===== config.mk =====
export PLATFORM = sky130hd
export DESIGN_NAME = triangle_lfo_tremolo
export DESIGN_NICKNAME = d
export VERILOG_FILES = /design/src/rtl/tlt_pkg.sv /design/src/rtl/tlt_ctrl.sv /design/src/rtl/tlt_dp.sv /design/src/rtl/triangle_lfo_tremolo.sv
export SDC_FILE = /design/constraint.sdc
export NUM_CORES = 2
export LEC_CHECK = 0
export ABC_AREA = 1
export BUFFER_PORTS_ARGS = -buffer_cell sky130_fd_sc_hd__buf_2
export CORE_MARGIN = 10
export CORE_UTILIZATION = 65
export DETAILED_ROUTE_END_ITERATION = 6
export PLACE_DENSITY = 0.89
export SYNTH_ARGS = -nofsm -noshare
export SYNTH_HDL_FRONTEND = slang
export SYNTH_SLANG_ARGS = --single-unit

===== constraint.sdc =====
create_clock -name clock -period 13.68 [get_ports clock]
set_input_delay 1.368 -clock clock [delete_from_list [all_inputs] [get_ports clock]]
set_output_delay 1.368 -clock clock [all_outputs]
set_load 0.05 [all_outputs]

===== src/rtl/tlt_pkg.sv =====
// ----------------------------------------------------------------------------
// tlt_pkg : shared types and constants of the triangle LFO tremolo
// Fixed-point formats, register indexes and reset values, and the command
// bundle passed from controller to datapath.
// ----------------------------------------------------------------------------
package tlt_pkg;

   // Audio sample width default
   localparam int SAMPLE_BITS_DEF = 24;

   // Q15 fixed point
   localparam int Q_FRAC     = 15;
   localparam int DEPTH_FULL = 32768;

   // Register widths
   localparam int DEPTH_W  = 16;
   localparam int LIMIT_W  = 14;
   localparam int COUNT_W  = 15;
   localparam int CSR_IDX_W  = 2;
   localparam int CSR_DATA_W = 16;

   // Register indexes
   localparam logic [CSR_IDX_W-1:0] CSR_DEPTH = 2'd0;
   localparam logic [CSR_IDX_W-1:0] CSR_LIMIT = 2'd1;

   // Reset values
   localparam int DEPTH_RESET = 16384;
   localparam int LIMIT_RESET = 6000;

   // Fraction bits produced by the serial divider
   localparam int DIV_STEPS = 15;
   localparam int DIV_CNT_W = $clog2(DIV_STEPS);

   // Gain in signed Q15, range [-1.0, +1.0]
   localparam int GAIN_W = 18;

   // Controller to datapath commands
   typedef struct packed {
      logic load;      // capture sample, start divide, step LFO
      logic div_step;  // one quotient bit
      logic mul_gain;  // depth times ratio
      logic mul_prod;  // sample times gain
      logic out_load;  // saturate into the output register
   } cmd_type;

endpackage


===== src/rtl/tlt_ctrl.sv =====
// ----------------------------------------------------------------------------
// tlt_ctrl : sequencer of the tremolo
// Steps one transaction through divide, gain, product and output phases,
// and owns the handshake state of both channels.
// ----------------------------------------------------------------------------
module tlt_ctrl (
   input  logic             clock,
   input  logic             reset,
   input  logic             req_valid,
   output logic             req_ready,
   output logic             rsp_valid,
   input  logic             rsp_ready,
   output tlt_pkg::cmd_type cmd
);

   typedef enum logic [4:0] {
      ST_IDLE = 5'b00001,
      ST_DIV  = 5'b00010,
      ST_GAIN = 5'b00100,
      ST_PROD = 5'b01000,
      ST_OUT  = 5'b10000
   } state_type;

   state_type                       state_ff, state_in;
   logic [tlt_pkg::DIV_CNT_W-1:0]   cnt_ff, cnt_in;
   logic                            rsp_valid_ff, rsp_valid_in;
   logic                            out_free;

   assign out_free  = !rsp_valid_ff || rsp_ready;
   assign req_ready = (state_ff == ST_IDLE);
   assign rsp_valid = rsp_valid_ff;

   // Next state and commands
   always_comb begin
      state_in = state_ff;
      cnt_in   = cnt_ff;
      cmd      = '0;
      case (state_ff)
         ST_IDLE: begin
            if (req_valid) begin
               cmd.load = 1'b1;
               cnt_in   = tlt_pkg::DIV_CNT_W'(tlt_pkg::DIV_STEPS - 1);
               state_in = ST_DIV;
            end
         end
         ST_DIV: begin
            cmd.div_step = 1'b1;
            cnt_in       = cnt_ff - 1'b1;
            if (cnt_ff == '0) begin
               state_in = ST_GAIN;
            end
         end
         ST_GAIN: begin
            cmd.mul_gain = 1'b1;
            state_in     = ST_PROD;
         end
         ST_PROD: begin
            cmd.mul_prod = 1'b1;
            state_in     = ST_OUT;
         end
         ST_OUT: begin
            if (out_free) begin
               cmd.out_load = 1'b1;
               state_in     = ST_IDLE;
            end
         end
         default: begin
            state_in = ST_IDLE;
         end
      endcase
   end

   // Output valid flag
   always_comb begin
      if (cmd.out_load) begin
         rsp_valid_in = 1'b1;
      end else if (rsp_ready) begin
         rsp_valid_in = 1'b0;
      end else begin
         rsp_valid_in = rsp_valid_ff;
      end
   end

   always_ff @(posedge clock) begin
      if (reset) begin
         state_ff     <= ST_IDLE;
         rsp_valid_ff <= 1'b0;
         cnt_ff       <= '0;
      end else begin
         state_ff     <= state_in;
         rsp_valid_ff <= rsp_valid_in;
         cnt_ff       <= cnt_in;
      end
   end

endmodule


===== src/rtl/tlt_dp.sv =====
// ----------------------------------------------------------------------------
// tlt_dp : datapath of the tremolo
// Holds the settings and the triangle LFO, runs a bit-serial divider for
// count/limit, forms the gain, multiplies and saturates the sample.
// ----------------------------------------------------------------------------
module tlt_dp #(
   parameter int SAMPLE_BITS = tlt_pkg::SAMPLE_BITS_DEF
) (
   input  logic                                  clock,
   input  logic                                  reset,
   input  tlt_pkg::cmd_type                      cmd,
   input  logic                                  csr_we,
   input  logic [tlt_pkg::CSR_IDX_W-1:0]         csr_index,
   input  logic [tlt_pkg::CSR_DATA_W-1:0]        csr_wdata,
   input  logic signed [SAMPLE_BITS-1:0]         req_sample_in,
   output logic signed [SAMPLE_BITS-1:0]         rsp_sample_out
);

   localparam int LW   = tlt_pkg::LIMIT_W;
   localparam int CW   = tlt_pkg::COUNT_W;
   localparam int GW   = tlt_pkg::GAIN_W;
   localparam int QF   = tlt_pkg::Q_FRAC;
   localparam int PW   = SAMPLE_BITS + GW;
   localparam int TOPW = PW - QF - SAMPLE_BITS + 1;

   // Settings and LFO state
   logic [tlt_pkg::DEPTH_W:0]     depth_ff, depth_in;
   logic [LW-1:0]                 limit_ff, limit_in;
   logic signed [CW-1:0]          count_ff, count_in;
   logic                          falling_ff, falling_in;

   // Per-transaction working registers
   logic signed [SAMPLE_BITS-1:0] sample_ff;
   logic                          neg_ff;
   logic                          full_ff;
   logic [LW-1:0]                 rem_ff;
   logic [tlt_pkg::DIV_STEPS-1:0] quo_ff;
   logic signed [31:0]            dr_ff;
   logic signed [PW-1:0]          prod_ff;
   logic signed [SAMPLE_BITS-1:0] out_ff;

   logic [tlt_pkg::DEPTH_W-1:0]   wr_depth;
   logic [LW-1:0]                 wr_limit;
   logic signed [CW-1:0]          lim_s;
   logic signed [CW-1:0]          cnt_mag_s;
   logic [LW-1:0]                 mag;
   logic [LW:0]                   trial;
   logic                          qbit;
   logic [15:0]                   r_mag;
   logic signed [16:0]            r_val;
   logic signed [34:0]            dr_full;
   logic signed [31:0]            dr_sh;
   logic signed [GW-1:0]          g_val;
   logic signed [PW-1:0]          prod_full;
   logic [TOPW-1:0]               top_bits;
   logic signed [SAMPLE_BITS-1:0] sat_val;

   // Register writes with range limits; limit write clamps the counter
   always_comb begin
      depth_in   = depth_ff;
      limit_in   = limit_ff;
      count_in   = count_ff;
      falling_in = falling_ff;
      wr_depth   = csr_wdata[tlt_pkg::DEPTH_W-1:0];
      wr_limit   = csr_wdata[LW-1:0];
      if (wr_limit == '0) begin
         wr_limit = LW'(1);
      end
      lim_s = signed'(CW'(limit_ff));
      // LFO step on accept, using the counter value from before the step
      if (cmd.load) begin
         if (count_ff >= lim_s) begin
            falling_in = 1'b1;
         end else if (count_ff <= -lim_s) begin
            falling_in = 1'b0;
         end
         count_in = falling_in ? count_ff - 1'b1 : count_ff + 1'b1;
      end
      if (csr_we) begin
         case (csr_index)
            tlt_pkg::CSR_DEPTH: begin
               if (wr_depth > 16'(tlt_pkg::DEPTH_FULL)) begin
                  depth_in = (tlt_pkg::DEPTH_W + 1)'(tlt_pkg::DEPTH_FULL);
               end else begin
                  depth_in = {1'b0, wr_depth};
               end
            end
            tlt_pkg::CSR_LIMIT: begin
               limit_in = wr_limit;
               if (count_ff > signed'(CW'(wr_limit))) begin
                  count_in = signed'(CW'(wr_limit));
               end else if (count_ff < -signed'(CW'(wr_limit))) begin
                  count_in = -signed'(CW'(wr_limit));
               end
            end
            default: begin
            end
         endcase
      end
   end

   always_ff @(posedge clock) begin
      if (reset) begin
         depth_ff   <= (tlt_pkg::DEPTH_W + 1)'(tlt_pkg::DEPTH_RESET);
         limit_ff   <= LW'(tlt_pkg::LIMIT_RESET);
         count_ff   <= '0;
         falling_ff <= 1'b0;
      end else begin
         depth_ff   <= depth_in;
         limit_ff   <= limit_in;
         count_ff   <= count_in;
         falling_ff <= falling_in;
      end
   end

   // Counter magnitude; always within the limit, so 14 bits
   assign cnt_mag_s = (count_ff < 0) ? -count_ff : count_ff;
   assign mag       = cnt_mag_s[LW-1:0];

   // One restoring divide step: fraction bit of rem/limit
   assign trial = {rem_ff, 1'b0};
   assign qbit  = (trial >= {1'b0, limit_ff});

   // Ratio in Q1.15, full scale when the counter sits on the limit
   assign r_mag   = full_ff ? 16'(tlt_pkg::DEPTH_FULL) : {1'b0, quo_ff};
   assign r_val   = neg_ff ? -signed'({1'b0, r_mag}) : signed'({1'b0, r_mag});
   assign dr_full = 35'(signed'({1'b0, depth_ff})) * 35'(r_val);

   // Gain = (1 - d) + floor(d * r), then sample times gain
   assign dr_sh     = dr_ff >>> QF;
   assign g_val     = signed'(GW'(tlt_pkg::DEPTH_FULL)) - signed'({1'b0, depth_ff})
                      + signed'(dr_sh[GW-1:0]);
   assign prod_full = PW'(sample_ff) * PW'(g_val);

   // Drop 15 fraction bits and saturate to the sample range
   assign top_bits = prod_ff[PW-1:QF+SAMPLE_BITS-1];
   always_comb begin
      if ((&top_bits) || !(|top_bits)) begin
         sat_val = prod_ff[QF+SAMPLE_BITS-1:QF];
      end else if (prod_ff[PW-1]) begin
         sat_val = {1'b1, {(SAMPLE_BITS-1){1'b0}}};
      end else begin
         sat_val = {1'b0, {(SAMPLE_BITS-1){1'b1}}};
      end
   end

   // Working registers
   always_ff @(posedge clock) begin
      if (cmd.load) begin
         sample_ff <= req_sample_in;
         neg_ff    <= (count_ff < 0);
         full_ff   <= (mag >= limit_ff);
         rem_ff    <= mag;
         quo_ff    <= '0;
      end else if (cmd.div_step) begin
         rem_ff <= qbit ? LW'(trial - {1'b0, limit_ff}) : trial[LW-1:0];
         quo_ff <= {quo_ff[tlt_pkg::DIV_STEPS-2:0], qbit};
      end
      if (cmd.mul_gain) begin
         dr_ff <= dr_full[31:0];
      end
      if (cmd.mul_prod) begin
         prod_ff <= prod_full;
      end
      if (cmd.out_load) begin
         out_ff <= sat_val;
      end
   end

   assign rsp_sample_out = out_ff;

endmodule


===== src/rtl/triangle_lfo_tremolo.sv =====
// ----------------------------------------------------------------------------
// triangle_lfo_tremolo : triangle LFO amplitude modulation of audio samples
// Scales each sample by (1 - depth) + depth * count / limit, where count is
// a triangle wave stepping by one per sample between -limit and +limit.
//
// Input channel (req_*): one signed sample per transaction, valid/ready.
// Result channel (rsp_*): one modulated, saturated sample per transaction.
// Settings port (csr_*): index 0 is depth in Q1.15 (32768 = full depth,
// larger values stored as full), index 1 is the triangle peak (0 stored
// as 1; writing it clamps the counter into range). Write only while idle.
//
// Each accepted sample passes through the 15-step bit-serial divider that
// forms count/limit, then the gain, product and output stages; a new sample
// is accepted only once the previous one has reached the output register.
// The output register frees the datapath: the next sample is accepted and
// processed while a result waits; if the receiver stalls, the following
// result holds in the datapath until the output register is taken.
// Reset (synchronous): depth 16384, limit 6000, counter zero and rising,
// no result pending.
// ----------------------------------------------------------------------------
module triangle_lfo_tremolo #(
   parameter int SAMPLE_BITS = tlt_pkg::SAMPLE_BITS_DEF
) (
   input  logic                                  clock,
   input  logic                                  reset,
   input  logic                                  req_valid,
   output logic                                  req_ready,
   input  logic signed [SAMPLE_BITS-1:0]         req_sample_in,
   output logic                                  rsp_valid,
   input  logic                                  rsp_ready,
   output logic signed [SAMPLE_BITS-1:0]         rsp_sample_out,
   input  logic                                  csr_we,
   input  logic [tlt_pkg::CSR_IDX_W-1:0]         csr_index,
   input  logic [tlt_pkg::CSR_DATA_W-1:0]        csr_wdata
);

   tlt_pkg::cmd_type cmd;

   // Sequencer
   tlt_ctrl u_ctrl (
      .clock     (clock),
      .reset     (reset),
      .req_valid (req_valid),
      .req_ready (req_ready),
      .rsp_valid (rsp_valid),
      .rsp_ready (rsp_ready),
      .cmd       (cmd)
   );

   // Arithmetic and state
   tlt_dp #(
      .SAMPLE_BITS (SAMPLE_BITS)
   ) u_dp (
      .clock          (clock),
      .reset          (reset),
      .cmd            (cmd),
      .csr_we         (csr_we),
      .csr_index      (csr_index),
      .csr_wdata      (csr_wdata),
      .req_sample_in  (req_sample_in),
      .rsp_sample_out (rsp_sample_out)
   );

endmodule


==> flow_summary_export.csv <==
group,metric,value,unit
run_status,outcome,"finished with violations",
run_status,failed_checks,"design-rule violations",
synthesis,synthTopCellsByCount,"1044 x sky130_fd_sc_hd__inv_1, 931 x sky130_fd_sc_hd__nand2_1, 635 x sky130_fd_sc_hd__fa_1, 422 x sky130_fd_sc_hd__nor2_1, 346 x sky130_fd_sc_hd__ha_1",
timing,report.final.setup_viol,0,
routing,via_count,31000,
timing,worst_margin_slew,1210,ps
timing,fin_setup_tns,0,ps
finish,multi_input_comb_area,27200,um2
global_routing,grt_first_pass_wirelength,171000,um
timing,fin_crit_sh,0.704,
floorplan,effective_utilization_at_floorplan,0.659,
synthesis,synth.largest_area_cell,"sky130_fd_sc_hd__fa_1",
cts,clk-insertion-delay-late,520,ps
floorplan,area_enclosed_by_the_die_boundary,66000,um2
synthesis,seq_total_area_yosys,0.128,
global_routing,track_usage,0.330,
synthesis,yosys-top-cells-area,"sky130_fd_sc_hd__fa_1 35%, sky130_fd_sc_hd__ha_1 12%, sky130_fd_sc_hd__inv_1 11%",
place,hpwl,85300,um
global_routing,number_of_antenna_violations_at_the_first_check_in_global_routing,4,
routing,antenna_left,0,
timing,hold_violations,0,
setup_path,timing.reg2reg.worst_path_depth,32,
setup_path,timing.critical_path.slowest_stage_cell,"sky130_fd_sc_hd__dfxtp_1",
timing,rsz0062_at_grt,"false",
place,portBuffers,72,
synthesis,flop_and_latch_count_out_of_synthesis,179,
setup_path,timing.critical_path.slowest_cell_delay,720,ps
setup_path,critPathArrivalTime,9910,ps
routing,first_iter_violations,3331,
worst_hold_path,holdCritStartpoint,"u_ctrl.cnt_ff[0]",
synthesis,synth_nets,5591,
setup_path,worst_ep_required_time,13960,ps
setup_path,timing.critical_path.from_type,"flip-flop",
timing,worst_clock_skew,14.8,ps
cts,number_of_gates_resized_after_cts,0,
synthesis,netlist_area,36500,um2
finish,design.final.nets,5564,
timing,final-max-slew-violation-count,0,
cts,post-cts-setup-buffer-count,0,
floorplan,die_width,257,um
routing,via_per_inst,5.86,
setup_path,reg2reg_slack,4050,ps
routing,wl,107000,um
cts,clock_tree.buffer_depth,2,
floorplan,chipHeight,257,um
cts,cts_buffers,17,
worst_hold_path,worst_hold_path_ep,"u_ctrl.cnt_ff[0]",
synthesis,syn-instance-count,4563,
routing,avgRoutedWirePerCell,20.1,um
floorplan,placement_rows,86,
worst_hold_path,hold_path.class,"flip-flop to flip-flop",
place,routabilityCongestion,1.09,
cts,hold_buffers_post_cts,0,
timing,fmax,104,MHz
worst_hold_path,hold-path-cell-count,1,
floorplan,fp.coreArea,55300,um2
synthesis,yosysWarnings,0,
global_routing,grt_pass1_vias,32600,
finish,finalInstanceArea,37900,um2
timing,maxSlewHeadroom,0.194,
cts,clockRootBuffer,"sky130_fd_sc_hd__clkbuf_16",
setup_path,critical_path.max_fanout,21,
synthesis,synth_area_per_cell,7.99,um2
floorplan,io_pins,73,
cts,tritoncts_num_sinks,179,
setup_path,r2r_startpoint,"u_dp.depth_ff[5]",
synthesis,synth_cell_type_count,54,
finish,post_route_cells_drive_above_1_share,0.0400,
finish,sequential_cell_area,4660,um2
finish,antenna_cells_inserted,0,
place,placement.cell_area,37400,um2
setup_path,timing.setup.critical_path_class,"flip-flop to flip-flop",
run,max_cap_violations,0,
cts,tritoncts,"built",
synthesis,synth-async-reset-ratio,0,
cts,path_clk_slew,80,ps
synthesis,dominantRegCellSynth,"sky130_fd_sc_hd__edfxtp_1",
finish,fillerInstances,4397,
synthesis,most_frequent_cell_after_synthesis,"sky130_fd_sc_hd__inv_1",
synthesis,synth_enable_flop_cells,108,
synthesis,synth_top_cell_area_share,0.349,
global_routing,globalRouteOverflowTotal,0,
timing,min_period,9630,ps
cts,cts_h_tree_depth,4,
global_routing,grt_max_degree,66,
routing,remaining_drc_errors,18,
routing,detailedRoute.firstPassIterationCount,7,
setup_path,r2r_end,"u_dp.prod_ff[41]",
setup_path,worst_setup_path_end_kind,"flip-flop",
finish,area_growth_syn_to_layout,4.04,%
cells by family (layout without fill, tap and decap cells):
group           Yosys count  in the layout  share of synthesized area
compound gates          463            463                     0.0716
xor+xnor                104            104                     0.0260
fa+ha+maj               981            981                      0.467
buf+inv                1205           1191                      0.126
flops                   179            179                      0.128
simple gates           1631           1631                      0.182
metal layers:
metal  vias up  global-route usage  share of wire
li1      13800                   -              -
met1     14700               0.394           0.36
met2      1953               0.525           0.45
met3       493              0.0953           0.12
met4         8               0.198          0.066
met5         -                   0        0.00064
state kept, by name, indices dropped and copies added, names as in the netlist:
register	count
u_ctrl.cnt_ff	4
u_ctrl.rsp_valid	1
u_ctrl.state_ff	5
u_dp.count_ff	15
u_dp.depth_ff	16
u_dp.dr_ff	17
u_dp.falling_ff	1
u_dp.full_ff	1
u_dp.limit_ff	14
u_dp.neg_ff	1
u_dp.prod_ff	27
u_dp.quo_ff	15
u_dp.rem_ff	14
u_dp.rsp_sample_out	24
u_dp.sample_ff	24
worst max-delay path: cells and delay by family (launching register included):
family / cells / cell delay (ps)
buf+inv: 7 / 1680
fa+ha+maj: 9 / 4440
simple gates: 10 / 1420
flops: 1 / 720
compound gates: 6 / 1090
worst max-delay path by stage:
stage	startpoint	to	slack [ps]	cells past startpoint
floorplan	u_dp.depth_ff[1]	u_dp.prod_ff[41]	6300	28
global placement	u_dp.depth_ff[5]	u_dp.prod_ff[41]	4620	32
detailed placement	u_dp.depth_ff[5]	u_dp.prod_ff[41]	4520	32
CTS	u_dp.depth_ff[5]	u_dp.prod_ff[41]	4450	32
global route	u_dp.depth_ff[5]	u_dp.prod_ff[41]	3740	34
finish	u_dp.depth_ff[5]	u_dp.prod_ff[41]	4050	32
through the flow:
step / hold slack [ps] / util / setup slack [ps] / std cells
2_1_floorplan: 447 / - / 6300 / 4563
3_3_place_gp: 474 / 0.675 / 4620 / 5265
3_5_place_dp: 479 / 0.675 / 4520 / 5265
4_1_cts: 490 / 0.686 / 4450 / 5297
5_1_grt: 511 / 0.686 / 3740 / 5297
6_report: 488 / 0.686 / 4050 / 5297
layout make-up:
cell class / instances / share of cell area
tap: 748 / 0.0247
clock inverter: 15 / 0.00432
sequential: 179 / 0.123
timing repair buffer: 89 / 0.0129
inverter: 1070 / 0.106
multi-input combinational: 3179 / 0.718
clock buffer: 17 / 0.0112
cell usage in the layout, fill, tap and decap left out, types with 8 or more instances in the layout:
cell type / instances
sky130_fd_sc_hd__edfxtp_1: 108
sky130_fd_sc_hd__a21oi_1: 178
sky130_fd_sc_hd__clkinv_1: 11
sky130_fd_sc_hd__nor3_1: 36
sky130_fd_sc_hd__buf_4: 17
sky130_fd_sc_hd__a211oi_1: 21
sky130_fd_sc_hd__xor2_1: 73
sky130_fd_sc_hd__nand4_1: 38
sky130_fd_sc_hd__o21ai_0: 157
sky130_fd_sc_hd__inv_2: 14
sky130_fd_sc_hd__or2_2: 12
sky130_fd_sc_hd__fa_1: 635
sky130_fd_sc_hd__nor2_1: 420
sky130_fd_sc_hd__xnor2_1: 26
sky130_fd_sc_hd__nor4_1: 12
sky130_fd_sc_hd__o21a_1: 8
sky130_fd_sc_hd__o211ai_1: 12
sky130_fd_sc_hd__nand3_1: 149
sky130_fd_sc_hd__ha_1: 346
sky130_fd_sc_hd__nor2_2: 11
sky130_fd_sc_hd__inv_1: 1044
sky130_fd_sc_hd__buf_2: 72
sky130_fd_sc_hd__nand2_1: 931
sky130_fd_sc_hd__o22ai_1: 13
sky130_fd_sc_hd__o21bai_1: 8
sky130_fd_sc_hd__a31oi_1: 22
sky130_fd_sc_hd__clkbuf_16: 17
sky130_fd_sc_hd__dfxtp_1: 71
sky130_fd_sc_hd__a21o_1: 14
Power is not shown: default switching activity piles up to over one toggle a cycle in this logic, so the estimate is an artifact.
